## config.mk

```make
export PLATFORM = sky130hd
export DESIGN_NAME = prd_ctrl
export DESIGN_NICKNAME = d
export VERILOG_FILES = /design/src/rtl/prd_pkg.sv /design/src/rtl/prd_ctrl.sv
export SDC_FILE = /design/constraint.sdc
export NUM_CORES = 1
export LEC_CHECK = 0
export ABC_AREA = 1
export ABC_CLOCK_PERIOD_IN_PS = 2130
export BUFFER_PORTS_ARGS = -buffer_cell sky130_fd_sc_hd__buf_2
export CAP_MARGIN = 10
export CORE_MARGIN = 5
export CORE_UTILIZATION = 25
export DETAILED_ROUTE_END_ITERATION = 10
export GPL_TIMING_DRIVEN = 0
export SLEW_MARGIN = 20
export SYNTH_ARGS = -nofsm -noshare
export SYNTH_HDL_FRONTEND = slang
export SYNTH_SLANG_ARGS = --single-unit
```

## constraint.sdc

```tcl
create_clock -name clk -period 2.13 [get_ports clk]
set_input_delay 0.639 -clock clk [delete_from_list [all_inputs] [get_ports clk]]
set_output_delay 0.639 -clock clk [all_outputs]
set_load 0.1 [all_outputs]
```

## src/rtl/prd_pkg.sv

```systemverilog
// prd_pkg: types, constants and codes for the pci ram device with dma
// depends on nothing
`default_nettype none
package prd_pkg;

  localparam int unsigned RAM_WORDS_DEF = 16384;
  localparam int unsigned REG_WORDS_DEF = 2048;
  localparam int unsigned CFG_WORDS_DEF = 16;

  localparam logic [31:0] VEND_DEV_RST   = 32'hffc112c5;
  localparam logic [31:0] CLASS_WORD_RST = 32'h05000000;
  localparam logic [31:0] BAR_FLAGS      = 32'h0000000c;
  localparam logic [31:0] BAR2_BASE_MASK = 32'hffffe000;
  localparam logic [31:0] CMD_MASK       = 32'h00000006;

  // register window word indexes
  localparam logic [10:0] R_CMD     = 11'd1024;
  localparam logic [10:0] R_COUNT   = 11'd1025;
  localparam logic [10:0] R_ADDR_LO = 11'd1026;
  localparam logic [10:0] R_ADDR_HI = 11'd1027;
  localparam logic [10:0] R_OFFSET  = 11'd1028;

  // configuration port register addresses (word index)
  localparam logic [0:0] CFG_VEND_DEV   = 1'b0;
  localparam logic [0:0] CFG_CLASS_WORD = 1'b1;

  typedef enum logic [2:0] {
    REQ_CFG_RD = 3'd0,
    REQ_CFG_WR = 3'd1,
    REQ_MEM_RD = 3'd2,
    REQ_MEM_WR = 3'd3,
    REQ_REG_RD = 3'd4,
    REQ_REG_WR = 3'd5,
    REQ_DMA    = 3'd6
  } req_t;

  typedef struct packed {
    logic [2:0]  req_type;
    logic [15:0] offset;
    logic [31:0] write_data;
    logic [3:0]  byte_enable_n;
    logic [31:0] bus_read_data;
  } in_word_t;

  typedef struct packed {
    logic [31:0] read_data;
    logic        bus_write_valid;
    logic        bus_read_used;
    logic [63:0] bus_address;
    logic [31:0] bus_write_data;
    logic        dma_busy;
  } out_word_t;

  typedef enum logic [3:0] {
    ST_CLEAR,
    ST_IDLE,
    ST_RD_CMD,
    ST_RD_COUNT,
    ST_RD_ALO,
    ST_RD_AHI,
    ST_RD_OFF,
    ST_ACCESS,
    ST_DMA_MEM,
    ST_DMA_WB1,
    ST_DMA_WB2,
    ST_DMA_WB3,
    ST_FINISH,
    ST_OUT
  } state_t;

  // controller to datapath
  typedef struct packed {
    logic clear_step;
    logic capture;
    logic rd_reg;
    logic [10:0] reg_addr;
    logic ld_cmd;
    logic ld_count;
    logic ld_alo;
    logic ld_ahi;
    logic ld_off;
    logic access;
    logic dma_mem;
    logic wb_off;
    logic wb_alo;
    logic wb_count;
    logic wb_cmd;
    logic finish;
    logic out_load;
  } prd_cmd_t;

  // datapath to controller
  typedef struct packed {
    logic clear_done;
    logic is_dma;
    logic go;
    logic count_nz;
  } prd_stat_t;

  function automatic logic [31:0] be_mask(input logic [3:0] ben);
    logic [31:0] m;
    m = 32'hffffffff;
    if (ben[0]) m[7:0]   = 8'h00;
    if (ben[1]) m[15:8]  = 8'h00;
    if (ben[2]) m[23:16] = 8'h00;
    if (ben[3]) m[31:24] = 8'h00;
    return m;
  endfunction

endpackage
`default_nettype wire

```

## src/rtl/prd_ctrl.sv

```systemverilog
// prd_ctrl: sequencing state machine for one request
// depends on prd_pkg
`default_nettype none
module prd_ctrl (
  input  wire logic          clk,
  input  wire logic          rst_n,
  input  wire logic          in_valid,
  output logic               in_ready,
  output logic               out_valid,
  input  wire logic          out_ready,
  input  wire prd_pkg::prd_stat_t stat,
  output prd_pkg::prd_cmd_t  cmd
);
  prd_pkg::state_t state_r, state_nxt;
  logic out_valid_r, out_valid_nxt;

  always_ff @(posedge clk) begin
    if (!rst_n) begin
      state_r     <= prd_pkg::ST_CLEAR;
      out_valid_r <= 1'b0;
    end else begin
      state_r     <= state_nxt;
      out_valid_r <= out_valid_nxt;
    end
  end

  assign out_valid = out_valid_r;

  always_comb begin
    state_nxt = state_r;
    case (state_r)
      prd_pkg::ST_CLEAR:    if (stat.clear_done) state_nxt = prd_pkg::ST_IDLE;
      prd_pkg::ST_IDLE:     if (in_valid) state_nxt = prd_pkg::ST_RD_CMD;
      prd_pkg::ST_RD_CMD:   state_nxt = prd_pkg::ST_RD_COUNT;
      prd_pkg::ST_RD_COUNT: state_nxt = prd_pkg::ST_RD_ALO;
      prd_pkg::ST_RD_ALO:   state_nxt = prd_pkg::ST_RD_AHI;
      prd_pkg::ST_RD_AHI:   state_nxt = prd_pkg::ST_RD_OFF;
      prd_pkg::ST_RD_OFF:   state_nxt = prd_pkg::ST_ACCESS;
      prd_pkg::ST_ACCESS: begin
        if (stat.is_dma && stat.go && stat.count_nz) state_nxt = prd_pkg::ST_DMA_MEM;
        else state_nxt = prd_pkg::ST_FINISH;
      end
      prd_pkg::ST_DMA_MEM:  state_nxt = prd_pkg::ST_DMA_WB1;
      prd_pkg::ST_DMA_WB1:  state_nxt = prd_pkg::ST_DMA_WB2;
      prd_pkg::ST_DMA_WB2:  state_nxt = prd_pkg::ST_DMA_WB3;
      prd_pkg::ST_DMA_WB3:  state_nxt = prd_pkg::ST_FINISH;
      prd_pkg::ST_FINISH:   state_nxt = prd_pkg::ST_OUT;
      prd_pkg::ST_OUT:      if (!out_valid_r || out_ready) state_nxt = prd_pkg::ST_IDLE;
      default:              state_nxt = prd_pkg::ST_IDLE;
    endcase
  end

  always_comb begin
    cmd = '0;
    in_ready = 1'b0;
    out_valid_nxt = out_valid_r && !out_ready;
    case (state_r)
      prd_pkg::ST_CLEAR: cmd.clear_step = 1'b1;
      prd_pkg::ST_IDLE: begin
        in_ready = 1'b1;
        cmd.capture = in_valid;
      end
      prd_pkg::ST_RD_CMD: begin
        cmd.rd_reg = 1'b1;
        cmd.reg_addr = prd_pkg::R_CMD;
      end
      prd_pkg::ST_RD_COUNT: begin
        cmd.rd_reg = 1'b1;
        cmd.reg_addr = prd_pkg::R_COUNT;
        cmd.ld_cmd = 1'b1;
      end
      prd_pkg::ST_RD_ALO: begin
        cmd.rd_reg = 1'b1;
        cmd.reg_addr = prd_pkg::R_ADDR_LO;
        cmd.ld_count = 1'b1;
      end
      prd_pkg::ST_RD_AHI: begin
        cmd.rd_reg = 1'b1;
        cmd.reg_addr = prd_pkg::R_ADDR_HI;
        cmd.ld_alo = 1'b1;
      end
      prd_pkg::ST_RD_OFF: begin
        cmd.rd_reg = 1'b1;
        cmd.reg_addr = prd_pkg::R_OFFSET;
        cmd.ld_ahi = 1'b1;
      end
      prd_pkg::ST_ACCESS: begin
        cmd.ld_off = 1'b1;
        cmd.access = 1'b1;
      end
      prd_pkg::ST_DMA_MEM: cmd.dma_mem = 1'b1;
      prd_pkg::ST_DMA_WB1: cmd.wb_off = 1'b1;
      prd_pkg::ST_DMA_WB2: cmd.wb_alo = 1'b1;
      prd_pkg::ST_DMA_WB3: cmd.wb_count = 1'b1;
      prd_pkg::ST_FINISH:  cmd.wb_cmd = 1'b1;
      prd_pkg::ST_OUT: begin
        cmd.finish = 1'b1;
        if (!out_valid_r || out_ready) begin
          cmd.out_load = 1'b1;
          out_valid_nxt = 1'b1;
        end
      end
      default: cmd = '0;
    endcase
  end
endmodule
`default_nettype wire

```

==> metrics, run 1 <==
cts bufs inserted=3; number of diodes=0; Max-Cap Viols=0; layout cell share with drive strength beyond 1=49.6%; die area=3000 sq um; area share of the largest cell type after synthesis=20.0%; Clock Skew=0.000983 ns; share of total power in sequential cells=14.4%; number of placed I/O pins=37; Final Hold Slack=0.576 ns; fraction of power consumed by the clock network=11.7%; Netlist Area Pre-Place=500 sq um; Tightest Hold Check Type=register to register; internal power contribution=0.324 mW; via count of the routed design=604; number of DRC markers in iteration 0=8; Top FF cell, synth=dfxtp_1; final count of hold timing violations=0; Fmax achieved=484 MHz; Ys Warns=0; antenna violations before repair=0; standby leakage power=0.493 nW; synthesis-stage register bit count=5; number of rows in the core area=16; die width=54.7 microns; cells after synthesis=90; quantity of hold-fixing buffers added after cts=0; highest metal used=met3; first-pass GRT wire length=1930 microns; met2 wirelength from detailed routing=674 microns; setup ws final=0.0637 ns; Distinct cells, synth=18; pin count of the biggest net entering global routing=9; sort of element at the end of the critical path=output pin; total number of nets in the final design=138; synthesis-to-finish area growth=63.3%; average wire per standard cell=8.76 microns; post-CTS setup buffers=0; drc violations=0; post-placement setup slack=-0.0116 ns; Post-Route M1 WL=568 microns; combined global-route utilization of all metal layers=9.14%; number of antenna-violating nets in the routed design=0; leading cell types by total area after synthesis=dfxtp_1 20%, nor2_1 15%, buf_4 14%; dpl hpwl=1170 microns; largest fanout of any net on the critical path=8; status=complete, no violations; fraction of power spent switching nets=64.6%; critical path required time=1.49 ns; unrepaired setup endpoints after global routing=true; CP Class=register to output pin; metal3 WL=123 microns; CTS tree=done; Synth top cells by count=20 x nor2_1, 16 x inv_1, 14 x nand2_1; final worst path period need=2.07 ns; H-Tree Level Count=1; logic gate share of total power=73.9%; DR vias/cell=3.87; clock tree buffer depth=2; overall die height=54.7 microns; register area share after synthesis=20.0%; grt ovf=0; clk sinks=5; standard cell core area=1940 sq um; ratio of total power to cell area=1120 nW/um^2; number of flops mapped to enable cells by yosys=0; clock input transition at the sequential cells of the worst setup and hold paths=0.04 ns; Clk Tree Root Cell=clkbuf_4; Synth Area per Inst=5.56 sq um; Initial Utilization=25.8%; sort of element at the start of the critical path=register; count leader, synth=nor2_1; NetSw=0.590 mW; share of async-settable or async-resettable flops after synthesis=0%; max-slew violations=0; Crit path arrival time=1.43 ns; GP Congestion=0.833; number of endpoints failing setup at the final stage=0; vias in the first global route=514; Peak supply drop=546 uV; I/O Buffers=29; clock latency at the later pin of the worst-skew pair=0.24 ns; drt pass-1 iters=4; wire length after detailed routing=1370 microns; cell accounting for the most synthesized area=dfxtp_1; ratio of final minimum period to clock period=97.0%; FILL cells=220
worst max-delay path, stage by stage (launching register included):
cell and delay [ns]:
dfxtp_1 0.40, inv_1 0.11, nand2_4 0.12, o21ai_1 0.08, inv_1 0.10, o21ai_2 0.08
buf_4 0.14, buf_12 0.15
power by group through the flow:
stage	combinational [mW]	clock, mW	sequential (mW)
2_1_floorplan	0.554	0	0.123
3_3_place_gp	0.624	0	0.126
3_5_place_dp	0.626	0	0.127
4_1_cts	0.653	0.112	0.128
5_1_grt	0.710	0.121	0.134
6_report	0.675	0.107	0.132
state kept, by name (all words and copies together) (netlist names):
name and cells:
state_r 4, out_valid 1
timing repair:
action,CTS,global route
resized for setup,10,13
setup endpoints to repair,8,14
hold endpoints to repair,0,0
cell usage in the layout, fill, tap and decap left out:
cell type,count
buf_2,18
nor2_1,17
inv_1,16
buf_4,14
nand2_1,12
nor2_2,7
conb_1,7
clkbuf_4,7
nand2_2,5
nand3_1,4
dfxtp_2,3
o21ai_2,2
a21oi_1,2
dfxtp_1,2
clkinv_2,1
nand2_4,1
inv_2,1
o21ai_1,1
a21oi_4,1
nor3_2,1
nor4_1,1
nand3_2,1
o21ai_0,1
a31oi_1,1
clkbuf_1,1
buf_6,1
buf_12,1
stage by stage:
step | area, sq um | TNS, ns | power, mW | util [%] | cells
CTS | 785 | 0 | 0.893 | 40.4 | 156
detailed placement | 733 | -0.0116 | 0.752 | 37.8 | 152
finish | 817 | 0 | 0.914 | 42.1 | 156
floorplan | 554 | -4.36 | 0.677 | - | 96
global placement | 733 | 0 | 0.750 | 37.8 | 152
global route | 817 | -0.118 | 0.965 | 42.1 | 156
area by class of cell:
class,count,area (sq um),share of cell area [%]
Multi-Input combinational cell,64,328,40.1
Timing Repair Buffer,29,189,23.1
Sequential cell,5,104,12.7
Inverter,18,68.8,8.42
Buffer,9,67.6,8.27
Tap cell,27,33.8,4.13
Clock buffer,4,26.3,3.22
cells by family after synthesis:
| group | share of synthesized area (%) |
|---|---|
| AOI/OAI and AO/OA | 8.25 |
| buffers and inverters | 27.2 |
| DFF | 20.0 |
| other | 0.749 |
| and+or+nand+nor | 43.7 |
layer usage:
| layer | global-route usage [%] | up-vias |
|---|---|---|
| met2 | 15.9 | 26 |
| li1 | - | 330 |
| met4 | 6.22 | 0 |
| met1 | 9.68 | 248 |
| met3 | 1.91 | 0 |
| met5 | 0 | - |
worst paths after layout:
check | from | endpoint | slack, ns | cells past startpoint
worst min-delay path | state_r[0] | state_r[0] | 0.58 | 3
worst max-delay path | state_r[3] | cmd[24] | 0.06 | 7
worst min register to register | state_r[0] | state_r[0] | 0.58 | 3
worst max register to register | state_r[3] | state_r[2] | 0.99 | 8
(Power assumes the default switching activity.)
==> run 2: changes to the inputs <==
--- a/config.mk
+++ b/config.mk
@@ -13,6 +13,7 @@
 export CORE_UTILIZATION = 25
 export DETAILED_ROUTE_END_ITERATION = 10
 export GPL_TIMING_DRIVEN = 0
+export MAX_ROUTING_LAYER = met4
 export SLEW_MARGIN = 20
 export SYNTH_ARGS = -nofsm -noshare
 export SYNTH_HDL_FRONTEND = slang
==> metrics, run 2 (synthesis results as in run 1) <==
die area=3000 sq um (unchanged); Fmax achieved=484 MHz (unchanged); Peak supply drop=546 uV (unchanged); FILL cells=220 (unchanged); clock tree buffer depth=2 (unchanged); Final TNS setup=0 ns (unchanged); area of all sequential standard cells=104 sq um (unchanged); Clk Tree Root Cell=clkbuf_4 (unchanged); Clock Skew=0.000983 ns (about the same); largest register by flop count=state_r (unchanged); I/O Buffers=29 (unchanged); DR vias/cell=3.87 (unchanged); standard cell core area=1940 sq um (unchanged); average wire per standard cell=8.76 microns (unchanged); ratio of total power to cell area=1120 nW/um^2 (unchanged); final worst path period need=2.07 ns (about the same); most used cell along the critical path=inv_1 (unchanged); ratio of final minimum period to clock period=97.0% (about the same); combined global-route utilization of all metal layers=9.39% (was 9.14%); first-pass GRT wire length=1930 microns (unchanged); dpl hpwl=1170 microns (unchanged); number of endpoints failing setup at the final stage=0 (unchanged); vias in the first global route=514 (unchanged); post-CTS setup buffers=0 (unchanged); Register-to-Register Setup Slack=0.99 ns (about the same); Crit path arrival time=1.43 ns (about the same); H-Tree Level Count=1 (unchanged); Final Hold Slack=0.576 ns (unchanged); clock latency at the later pin of the worst-skew pair=0.24 ns (about the same); quantity of hold-fixing buffers added after cts=0 (unchanged); CP Class=register to output pin (unchanged); grt ovf=0 (unchanged); wire length after detailed routing=1370 microns (unchanged); clock input transition at the sequential cells of the worst setup and hold paths=0.04 ns (about the same); largest fanout of any net on the critical path=8 (unchanged); synthesis-to-finish area growth=63.3% (unchanged); number of rows in the core area=16 (unchanged); standby leakage power=0.493 nW (unchanged); sort of element at the end of the critical path=output pin (unchanged); number of diodes=0 (unchanged); drc violations=0 (unchanged); slowest cell on the critical path=dfxtp_1 (unchanged); number of DRC markers in iteration 0=8 (unchanged); pin count of the biggest net entering global routing=9 (unchanged); die width=54.7 microns (unchanged); total number of nets in the final design=138 (unchanged); crit-path cells=inv_1, nand2_4, o21ai_1, inv_1, o21ai_2, buf_4, buf_12 (unchanged); CTS tree=done (unchanged); cts bufs inserted=3 (unchanged); max-slew violations=0 (unchanged); max FFs per register=4 (unchanged); clk sinks=5 (unchanged); stage delay of the slowest cell on the critical path=0.40 ns (about the same); Initial Utilization=25.8% (unchanged); total area of multi-input combinational cells=328 sq um (unchanged); drt pass-1 iters=4 (unchanged); antenna violations before repair=0 (unchanged); number of antenna-violating nets in the routed design=0 (unchanged); sort of element at the start of the critical path=register (unchanged); GP Congestion=0.846 (was 0.833); via count of the routed design=604 (unchanged); Tightest Hold Check Type=register to register (unchanged); layout cell share with drive strength beyond 1=49.6% (unchanged); critical path required time=1.49 ns (about the same); final count of hold timing violations=0 (unchanged); overall die height=54.7 microns (unchanged); status=complete, no violations (unchanged); unrepaired setup endpoints after global routing=true (unchanged); commonest cells after routing, fill and taps aside=18 x buf_2, 17 x nor2_1, 16 x inv_1 (unchanged); non-filler instance count after layout=156 (unchanged); number of cells in the design after placement=152 (unchanged); most common library cell in the layout ignoring fill and taps=buf_2 (unchanged); Max-Cap Viols=0 (unchanged); number of placed I/O pins=37 (unchanged)
run 2: cell counts in the layout (fill, tap and decap cells not counted):
Identical to the previous run, type by type.
run 2: final cells by class:
cell class | instances | area share (%)
well taps | 27 | 4.13
clock buffers | 4 | 3.22
plain buffers | 9 | 8.27
repair buffers | 29 | 23.1
inverters | 18 | 8.42
multi-input cells | 64 | 40.1
flip-flops and latches | 5 | 12.7
run 2: layer usage:
| layer | vias to the layer above | GRT usage (%) | part of all wire [%] |
|---|---|---|---|
| met5 | - | - | 0 |
| met4 | 0 | 6.22 | 0 |
| met3 | 0 | 1.63 | 8.6 |
| met2 | 26 | 15.9 | 49 |
| met1 | 248 | 9.84 | 42 |
| li1 | 330 | - | - |
run 2: power breakdown:
part	switching (mW)	internal (mW)	leakage [nW]
logic	0.531	0.144	0.436
clock network	0.0363	0.0707	0.0150
registers	0.0226	0.109	0.0419
run 2: critical path, delay by kind of cell, from the launching register on:
kind | cells | cell delay [ns]
DFF | 1 | 0.40
buffers and inverters | 4 | 0.50
and+or+nand+nor | 1 | 0.12
AOI/OAI and AO/OA | 2 | 0.16
run 2: worst paths after layout:
check,start,to,cells past startpoint
setup reg to reg,state_r[3],state_r[2],8
hold / removal,state_r[0],state_r[0],3
setup / recovery,state_r[3],cmd[24],7
hold reg to reg,state_r[0],state_r[0],3
run 2: timing repair:
| item | in CTS | in global routing |
|---|---|---|
| endpoints found under the setup margin | 8 | 14 |
| gates resized for setup | 10 | 13 |
| cloned | 0 | 0 |
run 2: stage by stage:
step / utilization, % / total power [mW] / instance area [sq um] / worst slack [ns]
after CTS: 40.4 / 0.893 / 785 / 0.0132
after global placement: 37.8 / 0.750 / 733 / 0.0142
after detailed placement: 37.8 / 0.752 / 733 / -0.0116
after global routing: 42.1 / 0.965 / 817 / -0.0825
after floorplan: - / 0.677 / 554 / -0.408
final: 42.1 / 0.914 / 817 / 0.0637
==> run 3: changes to the inputs <==
--- a/config.mk
+++ b/config.mk
@@ -11,6 +11,7 @@
 export CAP_MARGIN = 10
 export CORE_MARGIN = 5
 export CORE_UTILIZATION = 25
+export CTS_BUF_LIST = sky130_fd_sc_hd__clkbuf_2
 export DETAILED_ROUTE_END_ITERATION = 10
 export GPL_TIMING_DRIVEN = 0
 export MAX_ROUTING_LAYER = met4
==> metrics, run 3 (synthesis results as in run 1) <==
GP Congestion=0.846 (unchanged); clock input transition at the sequential cells of the worst setup and hold paths=0.05 ns (was 0.04 ns); vias in the first global route=514 (unchanged); crit-path cells=inv_1, nor2_1, inv_1, nor2_1, buf_2 (was inv_1, nand2_4, o21ai_1, inv_1, o21ai_2, buf_4, buf_12); stage delay of the slowest cell on the critical path=0.43 ns (was 0.40 ns); Tightest Hold Check Type=register to register (unchanged); first-pass GRT wire length=1910 microns (was 1930 microns); ratio of total power to cell area=1110 nW/um^2 (was 1120 nW/um^2); total number of nets in the final design=138 (unchanged); synthesis-to-finish area growth=58.5% (was 63.3%); sort of element at the end of the critical path=output pin (unchanged); commonest cells after routing, fill and taps aside=22 x buf_2, 17 x nor2_1, 16 x inv_1 (was 18 x buf_2, 17 x nor2_1, 16 x inv_1); Clk Tree Root Cell=clkbuf_2 (was clkbuf_4); H-Tree Level Count=1 (unchanged); Register-to-Register Setup Slack=1.02 ns (was 0.99 ns); Crit path arrival time=1.39 ns (was 1.43 ns); combined global-route utilization of all metal layers=9.28% (was 9.39%); hold-critical path endpoint=state_r[3] (was state_r[0]); Max-Cap Viols=0 (unchanged); Final TNS setup=0 ns (unchanged); reg-to-reg critical path startpoint=state_r[2] (was state_r[3]); Hold Path Depth=2 (was 3); Pwr Total=0.877 mW (was 0.914 mW); FILL cells=224 (was 220); slowest cell on the critical path=buf_2 (was dfxtp_1); average wire per standard cell=8.46 microns (was 8.76 microns); kind of cell adding the most delay to the critical path=buffers and inverters (unchanged); Buf+Inv Stages, Crit Path=3 (was 4); CTS tree=done (unchanged); critical hold path startpoint=state_r[3] (was state_r[0]); drc violations=0 (unchanged); layout cell share with drive strength beyond 1=51.2% (was 49.6%); clock latency at the later pin of the worst-skew pair=0.21 ns (was 0.24 ns); ratio of final minimum period to clock period=95.2% (was 97.0%); clk sinks=5 (unchanged); max-slew violations=0 (unchanged); count of cells along the worst register-to-register path=8 (unchanged); status=complete, no violations (unchanged); post-layout instance area=793 sq um (was 817 sq um); die width=54.7 microns (unchanged); number of antenna-violating nets in the routed design=0 (unchanged); number of placed I/O pins=37 (unchanged); CP Class=register to output pin (unchanged); die area=3000 sq um (unchanged); critical path required time=1.49 ns (about the same); I/O Buffers=29 (unchanged); final count of hold timing violations=0 (unchanged); wire length after detailed routing=1320 microns (was 1370 microns); cts bufs inserted=3 (unchanged); most common library cell in the layout ignoring fill and taps=buf_2 (unchanged); setup ws final=0.102 ns (was 0.0637 ns); overall die height=54.7 microns (unchanged); Crit. path cell count=5 (was 7); Fmax achieved=493 MHz (was 484 MHz); dpl hpwl=1170 microns (unchanged); number of rows in the core area=16 (unchanged); max FFs per register=4 (unchanged); antenna violations before repair=0 (unchanged); Clock Skew=0.000937 ns (was 0.000983 ns); unrepaired setup endpoints after global routing=true (unchanged); largest fanout of any net on the critical path=5 (was 8); drt pass-1 iters=4 (unchanged); Initial Utilization=25.8% (unchanged); clock tree buffer depth=2 (unchanged); standby leakage power=0.493 nW (about the same); final worst path period need=2.03 ns (was 2.07 ns); largest register by flop count=state_r (unchanged); Peak supply drop=543 uV (was 546 uV); number of endpoints failing setup at the final stage=0 (unchanged); via count of the routed design=599 (was 604); standard cell core area=1940 sq um (unchanged); fin util=40.9% (was 42.1%); sort of element at the start of the critical path=register (unchanged); number of DRC markers in iteration 0=6 (was 8); endpoint of the worst register-to-register path=state_r[2] (unchanged); DR vias/cell=3.84 (was 3.87); post-placement setup slack=-0.0116 ns (unchanged); pin count of the biggest net entering global routing=9 (unchanged); number of diodes=0 (unchanged); grt ovf=0 (unchanged); area of placed instances=733 sq um (unchanged)
==> run 3: worst max-delay path by stage <==
stage                from      end  slack, ns
4_1_cts        state_r[2]   cmd[8]       0.02
3_5_place_dp   state_r[2]  cmd[24]      -0.01
6_report       state_r[3]   cmd[6]       0.10
3_3_place_gp   state_r[2]  cmd[24]       0.01
2_1_floorplan    in_valid  cmd[25]      -0.41
5_1_grt        state_r[2]  cmd[23]      -0.05
==> run 3: per-stage QoR <==
step | hold slack, ns | std cells
6_report | 0.555 | 156
5_1_grt | 0.584 | 156
4_1_cts | 0.582 | 156
3_5_place_dp | 0.577 | 152
3_3_place_gp | 0.559 | 152
2_1_floorplan | 0.530 | 96
==> run 3: what timing repair did <==
item,4_1_cts,5_1_grt
hold buffers,0,0
buffers inserted,0,0
setup endpoints to repair,5,9
resized for setup,7,9
gates cloned,0,0
==> run 3: cell type report <==
class,instances,area [sq um],share of cell area (%)
inverter,18,68.8,8.68
clock buffer,4,20.0,2.52
buffer,9,67.6,8.52
multi-input combinational,64,323,40.7
timing repair buffer,29,175,22.1
tap,27,33.8,4.26
sequential,5,105,13.2
==> run 3: worst register-to-register path: cells and delay by family (launching register included) <==
family	cells	cell delay, ns
buf+inv	2	0.09
flops	1	0.35
simple gates	6	0.56
==> run 3: power breakdown <==
part           internal [mW]  switching [mW]
clock                 0.0497          0.0361
combinational          0.133           0.529
sequential             0.109          0.0208
total                  0.292           0.586
==> run 3: metal layers <==
| layer | track usage, % | vias up | wire, microns |
|---|---|---|---|
| li1 | - | 330 | - |
| met1 | 9.85 | 243 | 572 |
| met2 | 15.6 | 26 | 616 |
| met3 | 1.63 | 0 | 130 |
| met4 | 6.22 | 0 | 0 |
| met5 | - | - | 0 |
